===== config.mk =====
export PLATFORM = sky130hd
export DESIGN_NAME = gif_block_parser_hasher_top_flat
export DESIGN_NICKNAME = d
export VERILOG_FILES = /design/src/rtl/gbph_pkg.sv /design/src/rtl/gbph_if.sv /design/src/rtl/gbph_fnv.sv /design/src/rtl/gbph_parser.sv /design/src/rtl/gif_block_parser_hasher_top.sv /design/src/flat_wrapper.sv
export SDC_FILE = /design/constraint.sdc
export NUM_CORES = 1
export LEC_CHECK = 0
export BUFFER_PORTS_ARGS = -buffer_cell sky130_fd_sc_hd__buf_2
export CORE_AREA = 2 2 165 167
export CTS_CLUSTER_SIZE = 10
export DETAILED_ROUTE_END_ITERATION = 6
export DIE_AREA = 0 0 167 169
export SLEW_MARGIN = 20
export SYNTH_ARGS = -nofsm -noshare
export SYNTH_HDL_FRONTEND = slang
export SYNTH_SLANG_ARGS = --single-unit
export TNS_END_PERCENT = 100

===== constraint.sdc =====
create_clock -name clk -period 5.4 [get_ports clk]
set_input_delay 0.27 -clock clk [delete_from_list [all_inputs] [get_ports clk]]
set_output_delay 0.27 -clock clk [all_outputs]
set_load 0.05 [all_outputs]

===== src/rtl/gbph_pkg.sv =====
// Shared types and constants for the GIF block parser and frame hasher.
`default_nettype none
package gbph_pkg;

	// Block introducers and labels of the GIF block sequence.
	localparam logic [7:0] BLOCK_TRAILER = 8'h3B;
	localparam logic [7:0] BLOCK_EXT     = 8'h21;
	localparam logic [7:0] BLOCK_IMAGE   = 8'h2C;
	localparam logic [7:0] LABEL_GCE     = 8'hF9;

	// Bits of the image descriptor packed field.
	localparam int unsigned PACKED_LCT_BIT       = 7;
	localparam int unsigned PACKED_INTERLACE_BIT = 6;

	// Minimum size of a graphic control extension that carries a delay.
	localparam logic [7:0] GCE_MIN_SIZE = 8'd4;

	// Position and size bytes of an image descriptor.
	localparam logic [9:0] DESC_SKIP_LEN = 10'd8;

	// Byte indexes inside the graphic control extension.
	localparam logic [7:0] GCE_DELAY_LO  = 8'd1;
	localparam logic [7:0] GCE_DELAY_HI  = 8'd2;
	localparam logic [7:0] GCE_DELAY_FIX = 8'd3;

	localparam logic [15:0] DEFAULT_DELAY = 16'd10;

	// FNV-1a 32 constants.
	localparam logic [31:0] FNV_PRIME = 32'h0100_0193;
	localparam logic [31:0] FNV_BASIS = 32'h811C_9DC5;

	typedef enum logic [3:0] {
		PH_BLOCK       = 4'd0,
		PH_EXT_LABEL   = 4'd1,
		PH_GCE_SIZE    = 4'd2,
		PH_GCE_DATA    = 4'd3,
		PH_GCE_TERM    = 4'd4,
		PH_EXT_SUBSIZE = 4'd5,
		PH_EXT_SUBSKIP = 4'd6,
		PH_DESC_SKIP   = 4'd7,
		PH_DESC_PACKED = 4'd8,
		PH_LCT_SKIP    = 4'd9,
		PH_CODE_SIZE   = 4'd10,
		PH_DATA_SIZE   = 4'd11,
		PH_DATA_BYTE   = 4'd12
	} phase_t;

	typedef enum logic [2:0] {
		K_DATA       = 3'd0,
		K_FRAME      = 3'd1,
		K_END        = 3'd2,
		K_INTERLACED = 3'd3,
		K_TRUNC      = 3'd4
	} kind_t;

	// One result item as produced by the parser.
	typedef struct packed {
		kind_t       kind;
		logic [7:0]  data_byte;
		logic [15:0] frame_delay;
		logic [7:0]  code_size;
		logic [31:0] frame_hash;
	} result_t;

endpackage
`default_nettype wire


===== src/rtl/gbph_if.sv =====
// Valid/ready channel interfaces for the stream input and the result output.
`default_nettype none
interface gbph_in_if;
	logic       valid;
	logic       ready;
	logic [7:0] stream_byte;
	logic       stream_end;

	modport source (output valid, output stream_byte, output stream_end, input ready);
	modport sink (input valid, input stream_byte, input stream_end, output ready);
endinterface

interface gbph_out_if;
	logic        valid;
	logic        ready;
	logic [2:0]  kind;
	logic [7:0]  data_byte;
	logic [15:0] frame_delay;
	logic [7:0]  code_size;
	logic [31:0] frame_hash;

	modport source (output valid, output kind, output data_byte, output frame_delay,
		output code_size, output frame_hash, input ready);
	modport sink (input valid, input kind, input data_byte, input frame_delay,
		input code_size, input frame_hash, output ready);
endinterface
`default_nettype wire


===== src/rtl/gbph_fnv.sv =====
// One FNV-1a 32 hash step: xor in a byte, multiply by the FNV prime.
`default_nettype none
module gbph_fnv (
	input  wire logic [31:0] hash_in,
	input  wire logic [7:0]  data,
	output logic [31:0]      hash_res
);

	logic [31:0] mixed;

	// The prime is 2^24 + 2^8 + 2^7 + 2^4 + 2^1 + 1, so the product is a sum of shifts.
	always_comb begin
		mixed    = hash_in ^ {24'd0, data};
		hash_res = (mixed << 24) + (mixed << 8) + (mixed << 7) + (mixed << 4)
			+ (mixed << 1) + mixed;
	end

endmodule
`default_nettype wire


===== src/rtl/gbph_parser.sv =====
// Block sequence state machine with delay, code size and frame hash tracking.
`default_nettype none
module gbph_parser (
	input  wire logic             clk,
	input  wire logic             arst_n,
	input  wire logic             step,
	input  wire logic [7:0]       stream_byte,
	input  wire logic             stream_end,
	output logic                  res_valid,
	output gbph_pkg::result_t     res
);

	gbph_pkg::phase_t phase_q, phase_n;
	logic [9:0]  skip_q, skip_n;
	logic [7:0]  ext_size_q, ext_size_n;
	logic [7:0]  ext_index_q, ext_index_n;
	logic [7:0]  ext_index_inc;
	logic [15:0] delay_q, delay_n;
	logic [7:0]  code_size_q, code_size_n;
	logic [31:0] hash_q, hash_n;
	logic [31:0] hash_seed;
	logic [31:0] hash_next;
	logic        in_image;

	// The code size byte starts a fresh hash; data bytes extend the running one.
	assign hash_seed = (phase_q == gbph_pkg::PH_CODE_SIZE) ? gbph_pkg::FNV_BASIS : hash_q;

	gbph_fnv u_fnv (
		.hash_in  (hash_seed),
		.data     (stream_byte),
		.hash_res (hash_next)
	);

	// State registers.
	always_ff @(posedge clk or negedge arst_n) begin
		if (!arst_n) begin
			phase_q     <= gbph_pkg::PH_BLOCK;
			skip_q      <= '0;
			ext_size_q  <= '0;
			ext_index_q <= '0;
			delay_q     <= gbph_pkg::DEFAULT_DELAY;
			code_size_q <= '0;
			hash_q      <= gbph_pkg::FNV_BASIS;
		end else if (step) begin
			phase_q     <= phase_n;
			skip_q      <= skip_n;
			ext_size_q  <= ext_size_n;
			ext_index_q <= ext_index_n;
			delay_q     <= delay_n;
			code_size_q <= code_size_n;
			hash_q      <= hash_n;
		end
	end

	// Next state and result for the byte at hand.
	always_comb begin
		phase_n       = phase_q;
		skip_n        = skip_q;
		ext_size_n    = ext_size_q;
		ext_index_n   = ext_index_q;
		delay_n       = delay_q;
		code_size_n   = code_size_q;
		hash_n        = hash_q;
		ext_index_inc = ext_index_q + 8'd1;
		res_valid     = 1'b0;
		res           = '0;
		res.kind      = gbph_pkg::K_DATA;
		in_image      = (phase_q >= gbph_pkg::PH_DESC_SKIP) &&
			(phase_q <= gbph_pkg::PH_DATA_BYTE);

		if (stream_end) begin
			// End of file: truncated inside an image, a clean end elsewhere.
			phase_n   = gbph_pkg::PH_BLOCK;
			skip_n    = '0;
			delay_n   = gbph_pkg::DEFAULT_DELAY;
			hash_n    = gbph_pkg::FNV_BASIS;
			res_valid = 1'b1;
			res.kind  = in_image ? gbph_pkg::K_TRUNC : gbph_pkg::K_END;
		end else begin
			case (phase_q)
				gbph_pkg::PH_BLOCK: begin
					if (stream_byte == gbph_pkg::BLOCK_TRAILER) begin
						skip_n    = '0;
						delay_n   = gbph_pkg::DEFAULT_DELAY;
						hash_n    = gbph_pkg::FNV_BASIS;
						res_valid = 1'b1;
						res.kind  = gbph_pkg::K_END;
					end else if (stream_byte == gbph_pkg::BLOCK_EXT) begin
						phase_n = gbph_pkg::PH_EXT_LABEL;
					end else if (stream_byte == gbph_pkg::BLOCK_IMAGE) begin
						skip_n  = gbph_pkg::DESC_SKIP_LEN;
						phase_n = gbph_pkg::PH_DESC_SKIP;
					end
				end
				gbph_pkg::PH_EXT_LABEL: begin
					phase_n = (stream_byte == gbph_pkg::LABEL_GCE) ?
						gbph_pkg::PH_GCE_SIZE : gbph_pkg::PH_EXT_SUBSIZE;
				end
				gbph_pkg::PH_GCE_SIZE: begin
					ext_size_n  = stream_byte;
					ext_index_n = '0;
					phase_n     = (stream_byte >= gbph_pkg::GCE_MIN_SIZE) ?
						gbph_pkg::PH_GCE_DATA : gbph_pkg::PH_GCE_TERM;
				end
				gbph_pkg::PH_GCE_DATA: begin
					// Delay low byte, high byte, then a zero delay turns into the default.
					if (ext_index_q == gbph_pkg::GCE_DELAY_LO) begin
						delay_n = {delay_q[15:8], stream_byte};
					end else if (ext_index_q == gbph_pkg::GCE_DELAY_HI) begin
						delay_n = {stream_byte, delay_q[7:0]};
					end else if (ext_index_q == gbph_pkg::GCE_DELAY_FIX) begin
						if (delay_q == 16'd0) begin
							delay_n = gbph_pkg::DEFAULT_DELAY;
						end
					end
					ext_index_n = ext_index_inc;
					if (ext_index_inc >= ext_size_q) begin
						phase_n = gbph_pkg::PH_GCE_TERM;
					end
				end
				gbph_pkg::PH_GCE_TERM: begin
					phase_n = gbph_pkg::PH_BLOCK;
				end
				gbph_pkg::PH_EXT_SUBSIZE: begin
					if (stream_byte == 8'd0) begin
						phase_n = gbph_pkg::PH_BLOCK;
					end else begin
						skip_n  = {2'b00, stream_byte};
						phase_n = gbph_pkg::PH_EXT_SUBSKIP;
					end
				end
				gbph_pkg::PH_EXT_SUBSKIP: begin
					skip_n = skip_q - 10'd1;
					if (skip_q == 10'd1) begin
						phase_n = gbph_pkg::PH_EXT_SUBSIZE;
					end
				end
				gbph_pkg::PH_DESC_SKIP: begin
					skip_n = skip_q - 10'd1;
					if (skip_q == 10'd1) begin
						phase_n = gbph_pkg::PH_DESC_PACKED;
					end
				end
				gbph_pkg::PH_DESC_PACKED: begin
					if (stream_byte[gbph_pkg::PACKED_INTERLACE_BIT]) begin
						phase_n   = gbph_pkg::PH_BLOCK;
						skip_n    = '0;
						delay_n   = gbph_pkg::DEFAULT_DELAY;
						hash_n    = gbph_pkg::FNV_BASIS;
						res_valid = 1'b1;
						res.kind  = gbph_pkg::K_INTERLACED;
					end else if (stream_byte[gbph_pkg::PACKED_LCT_BIT]) begin
						// Local colour table holds 3 * 2^(n+1) bytes.
						skip_n  = 10'd3 << ({1'b0, stream_byte[2:0]} + 4'd1);
						phase_n = gbph_pkg::PH_LCT_SKIP;
					end else begin
						phase_n = gbph_pkg::PH_CODE_SIZE;
					end
				end
				gbph_pkg::PH_LCT_SKIP: begin
					skip_n = skip_q - 10'd1;
					if (skip_q == 10'd1) begin
						phase_n = gbph_pkg::PH_CODE_SIZE;
					end
				end
				gbph_pkg::PH_CODE_SIZE: begin
					code_size_n = stream_byte;
					hash_n      = hash_next;
					phase_n     = gbph_pkg::PH_DATA_SIZE;
				end
				gbph_pkg::PH_DATA_SIZE: begin
					if (stream_byte == 8'd0) begin
						// Zero sub-block closes the frame.
						phase_n         = gbph_pkg::PH_BLOCK;
						skip_n          = '0;
						delay_n         = gbph_pkg::DEFAULT_DELAY;
						hash_n          = gbph_pkg::FNV_BASIS;
						res_valid       = 1'b1;
						res.kind        = gbph_pkg::K_FRAME;
						res.frame_delay = delay_q;
						res.code_size   = code_size_q;
						res.frame_hash  = hash_q;
					end else begin
						skip_n  = {2'b00, stream_byte};
						phase_n = gbph_pkg::PH_DATA_BYTE;
					end
				end
				gbph_pkg::PH_DATA_BYTE: begin
					hash_n        = hash_next;
					skip_n        = skip_q - 10'd1;
					if (skip_q == 10'd1) begin
						phase_n = gbph_pkg::PH_DATA_SIZE;
					end
					res_valid     = 1'b1;
					res.kind      = gbph_pkg::K_DATA;
					res.data_byte = stream_byte;
				end
				default: begin
					phase_n = gbph_pkg::PH_BLOCK;
					skip_n  = '0;
					delay_n = gbph_pkg::DEFAULT_DELAY;
					hash_n  = gbph_pkg::FNV_BASIS;
				end
			endcase
		end
	end

endmodule
`default_nettype wire


===== src/rtl/gif_block_parser_hasher_top.sv =====
// Top level of the GIF block parser and frame hasher.
// One stream item is accepted per cycle while no result item waits unaccepted.
// An accepted item is held in the input register, and its result item, if any, is
// written to the result register when the parser steps on that item.
// While a result item waits, both stages hold; a full input register stalls input.
// Asynchronous reset clears both stages and puts the parser back to expecting a block type.
`default_nettype none
module gif_block_parser_hasher_top (
	input  wire logic    clk,
	input  wire logic    arst_n,
	gbph_in_if.sink      stream,
	gbph_out_if.source   result
);

	logic              s1_valid_q;
	logic [7:0]        byte_s1;
	logic              end_s1;
	logic              out_valid_q;
	gbph_pkg::result_t out_q;
	logic              advance;
	logic              step;
	logic              res_valid;
	gbph_pkg::result_t res;

	// The stage moves whenever the output register is empty or being drained.
	assign advance      = !out_valid_q || result.ready;
	assign step         = s1_valid_q && advance;
	assign stream.ready = !s1_valid_q || advance;

	// Input register.
	always_ff @(posedge clk or negedge arst_n) begin
		if (!arst_n) begin
			s1_valid_q <= 1'b0;
		end else if (stream.ready) begin
			s1_valid_q <= stream.valid;
		end
	end

	always_ff @(posedge clk) begin
		if (stream.valid && stream.ready) begin
			byte_s1 <= stream.stream_byte;
			end_s1  <= stream.stream_end;
		end
	end

	gbph_parser u_parser (
		.clk         (clk),
		.arst_n      (arst_n),
		.step        (step),
		.stream_byte (byte_s1),
		.stream_end  (end_s1),
		.res_valid   (res_valid),
		.res         (res)
	);

	// Result register.
	always_ff @(posedge clk or negedge arst_n) begin
		if (!arst_n) begin
			out_valid_q <= 1'b0;
		end else if (advance) begin
			out_valid_q <= step && res_valid;
		end
	end

	always_ff @(posedge clk) begin
		if (step && res_valid) begin
			out_q <= res;
		end
	end

	assign result.valid       = out_valid_q;
	assign result.kind        = out_q.kind;
	assign result.data_byte   = out_q.data_byte;
	assign result.frame_delay = out_q.frame_delay;
	assign result.code_size   = out_q.code_size;
	assign result.frame_hash  = out_q.frame_hash;

endmodule
`default_nettype wire

===== src/flat_wrapper.sv =====
// flat-port wrapper written by rule: the top's interface ports become plain ports
module gif_block_parser_hasher_top_flat 
  (clk, arst_n, stream_valid, stream_stream_byte, stream_stream_end, stream_ready, result_valid, result_kind, result_data_byte, result_frame_delay, result_code_size, result_frame_hash, result_ready);
  gbph_in_if stream_i ();
  gbph_out_if result_i ();
  input  wire logic clk;
  input  wire logic arst_n;
  input wire logic [$bits(stream_i.valid)-1:0] stream_valid;
  input wire logic [$bits(stream_i.stream_byte)-1:0] stream_stream_byte;
  input wire logic [$bits(stream_i.stream_end)-1:0] stream_stream_end;
  output wire logic [$bits(stream_i.ready)-1:0] stream_ready;
  output wire logic [$bits(result_i.valid)-1:0] result_valid;
  output wire logic [$bits(result_i.kind)-1:0] result_kind;
  output wire logic [$bits(result_i.data_byte)-1:0] result_data_byte;
  output wire logic [$bits(result_i.frame_delay)-1:0] result_frame_delay;
  output wire logic [$bits(result_i.code_size)-1:0] result_code_size;
  output wire logic [$bits(result_i.frame_hash)-1:0] result_frame_hash;
  input wire logic [$bits(result_i.ready)-1:0] result_ready;
  assign stream_i.valid = stream_valid;
  assign stream_i.stream_byte = stream_stream_byte;
  assign stream_i.stream_end = stream_stream_end;
  assign stream_ready = stream_i.ready;
  assign result_valid = result_i.valid;
  assign result_kind = result_i.kind;
  assign result_data_byte = result_i.data_byte;
  assign result_frame_delay = result_i.frame_delay;
  assign result_code_size = result_i.code_size;
  assign result_frame_hash = result_i.frame_hash;
  assign result_i.ready = result_ready;
  gif_block_parser_hasher_top u_core (.clk(clk), .arst_n(arst_n), .stream(stream_i), .result(result_i));
endmodule

==> impl_metrics.toml <==
[floorplanning]
fp.dieArea_um2 = 28220
core_area_um2 = 26500
initial_utilization_pct = 44.17
pin_count = 82
die_h_um = 169
row_count = 60
fp.dieW_um = 167

[outcome]
status = "finished clean"

[setup_path]
cp_slowest_cell = "fa_1"
cp-end-kind = "flop"
cp_common_cell = "inv_1"
worstPathArrival_ns = 5.28
start_kind = "flop"
worst-path-max-fanout = 8
critPathKind = "reg2reg"
slowest_delay_ns = 0.54
crit_chain = "nor2b_2, and2_2, nor2_1, inv_1, ha_1, a21o_1, fa_1, inv_1, fa_1, inv_1, ha_1, and4_1, and2_1, o211ai_1, nand3b_1, a31oi_2, nor2b_1, xor2_1, o21ai_0"
crit_buf_inv = 3
required_ns = 5.71
path_delay_family = "adder cells"

[cells_and_area]
drive_gt1_share_pct = 15.02
final_cell_mix = "inv_1, nand2_1, buf_2"
nNetsFinal = 1420
n_antenna_cell = 0
fill_cells = 2453
fin_cells = 1606
final_common_cell = "inv_1"
area_delta_synth_final_pct = 13.76

[routing]
wl_per_cell_um = 17.93
first_pass_iters = 6
remaining_drc_errors = 0
routed_wirelength_mm = 28.79
vias = 8532
via_per_inst = 5.313
ant_nets = 0
drt-initial-drc-count = 558

[yosys]
async_flop_share_pct = 53.66
yosys_warnings = 0
syn_inst = 1163
syn-cell-area_um2 = 11710
ys.flop_type = "edfxtp_1"
synth.distinct_cells = 70
ys_seq_area_share_pct = 38.48
yosys_register_bits = 164
syn_area_per_cell_um2 = 10.07
synth_edf_count = 76
synth_nets = 1331

[global_route]
antenna_found_initial = 0
grt_max_degree = 60
globalRouteTotalUtil_pct = 21.09
grt_overflow = 0
grt_pass1_wl_mm = 46.69
grt_pass1_vias = 8544

[clocking]
cts_tree = "done"
cts_buffer_depth = 2
clock-sinks = 164
root_buffer = "clkbuf_16"
clk_latency_ns = 0.44
clkTransAtPathRegs_ns = 0.07
numCtsBuffers = 17
cts_max_level = 4

[min_path]
hp-class = "in2reg"

[sta]
min_period_ns = 4.975
hold_viol = 0
tightest_slew_ns = 1.018
finClkSkew_ns = 0.01503
grt_setup_unrepaired = "no"
fmax_mhz = 201.0
maxSlewViolCount = 0
slew_headroom_pct = 32.16
fin_setup_tns_ns = 0
hold_slack_ns = 0.01282
fin_crit_sh_pct = 92.13
setup_viol = 0

[power]
leakagePower_nw = 6.125
power_mw = 3.914
vdd_drop_max_uv = 230.3
power_density_nw_per_um2 = 293.9

[run]
drv_cap = 0

[placed_design]
place_inst = 1569
port_buffers = 81
post-dp-hpwl_mm = 21.47
gp_congestion = 0.8786
[final timing paths]
path                                                start                        endpoint  slack, ns  cells after the start
setup reg to reg               u_core.u_parser.phase_q[1]      u_core.u_parser.hash_q[27]       0.42                     19
max in group asynchronous                          arst_n       u_core.u_parser.hash_q[3]       3.91                      3
hold reg to reg            u_core.u_parser.code_size_q[0]  u_core.u_parser.code_size_q[0]       0.48                      2
hold / removal                      stream_stream_byte[5]               u_core.byte_s1[5]       0.01                      1
setup / recovery               u_core.u_parser.phase_q[1]      u_core.u_parser.hash_q[27]       0.42                     19
min in group asynchronous                          arst_n      u_core.u_parser.delay_q[7]       0.32                      2
[routing by layer]
layer | GRT usage, % | up-vias | part of all wire [%]
li1 | - | 4086 | -
met1 | 28.48 | 4180 | 44
met2 | 35.00 | 214 | 49
met3 | 3.016 | 52 | 4.0
met4 | 7.309 | 0 | 2.6
met5 | 0 | - | 0
[flip-flops by register name, indices dropped and copies added (netlist names), 8 cells and up]
register and count:
u_core.result.frame_hash 32, u_core.u_parser.hash_q 32, u_core.result.frame_delay 16, u_core.u_parser.delay_q 16, u_core.u_parser.skip_q 10, u_core.byte_s1 8, u_core.result.code_size 8, u_core.result.data_byte 8
u_core.u_parser.code_size_q 8, u_core.u_parser.ext_index_q 8, u_core.u_parser.ext_size_q 8
[repair_timing]
action | CTS | global route
hold buffers | 2 | 1
endpoints found under the hold margin | 21 | 1
resized for setup | 0 | 6
endpoints found under the setup margin | 0 | 9
buffers inserted | 0 | 1
[area by class of cell]
type	count	area [µm²]	area share [%]
Clock buffer	17	425.4	3.195
Tap cell	341	426.7	3.204
Timing Repair Buffer	115	683.2	5.130
Clock inverter	15	216.5	1.625
Sequential cell	164	4504	33.83
Inverter	172	645.6	4.848
Multi-Input combinational cell	782	6415	48.17
[stage by stage]
stage                     instance area [µm²]  setup slack, ns  util (%)
after floorplan                         11710           0.2519         -
after global placement                  12610           0.2493     47.58
after detailed placement                12610           0.1682     47.58
after CTS                               13270           0.1496     50.08
after global routing                    13320          0.02964     50.25
final                                   13320           0.4248     50.25
[where the power goes]
part	switching [mW]	internal, mW	total, mW	leakage (nW)
sequential	0.0432	1.38	1.42	1.89
combinational	0.732	0.429	1.16	3.92
clock	0.577	0.752	1.33	0.310
[worst register-to-register path, stage by stage, from the launching register on]
cell and delay, ns:
dfrtp_1 0.37, nor2b_2 0.18, and2_2 0.27, nor2_1 0.26, inv_1 0.17, ha_1 0.35, a21o_1 0.18, fa_1 0.50
inv_1 0.07, fa_1 0.54, inv_1 0.04, ha_1 0.36, and4_1 0.25, and2_1 0.19, o211ai_1 0.11, nand3b_1 0.25
a31oi_2 0.34, nor2b_1 0.20, xor2_1 0.14, o21ai_0 0.08
[cells in the mapped netlist (3+ instances only)]
master / instances / share of area, %
buf_2: 11 / 0.47
nand4_1: 8 / 0.43
nor2_1: 62 / 2.0
a221oi_1: 9 / 0.67
a22o_1: 12 / 0.90
xnor2_1: 32 / 2.4
o21ai_0: 47 / 2.0
a21o_1: 13 / 0.83
nand3b_1: 3 / 0.19
fa_1: 77 / 13
nor4_1: 11 / 0.59
nand2_1: 98 / 3.1
o31ai_1: 6 / 0.38
nand2b_1: 17 / 0.91
mux2i_1: 10 / 0.86
or2_1: 4 / 0.21
edfxtp_1: 76 / 19
a22oi_1: 3 / 0.19
o211ai_1: 7 / 0.45
xor2_1: 22 / 1.6
o2bb2ai_1: 3 / 0.22
inv_1: 171 / 5.5
and2_1: 75 / 4.0
o21a_1: 3 / 0.19
nand3_1: 19 / 0.81
mux2_2: 10 / 0.96
buf_1: 4 / 0.13
a21oi_1: 64 / 2.7
o22ai_1: 3 / 0.16
and3_1: 5 / 0.27
a211oi_1: 3 / 0.19
and4_1: 4 / 0.30
a31oi_1: 7 / 0.37
clkbuf_1: 28 / 0.90
nor3_1: 10 / 0.43
dfrtp_1: 72 / 15
dfstp_2: 16 / 3.6
o21bai_1: 9 / 0.58
a32o_1: 9 / 0.77
nor2b_1: 6 / 0.32
ha_1: 78 / 8.3
[kinds of logic after synthesis]
family | after synthesis | share of synthesized area (%)
AOI/OAI and AO/OA | 217 | 12.22
xor gates and xnor gates | 55 | 4.179
buffers and inverters | 217 | 7.204
adders and majority gates | 155 | 21.50
muxes | 20 | 1.817
DFF | 164 | 38.48
and+or+nand+nor | 335 | 14.60
No activity file was read; power rests on OpenSTA's default activity.
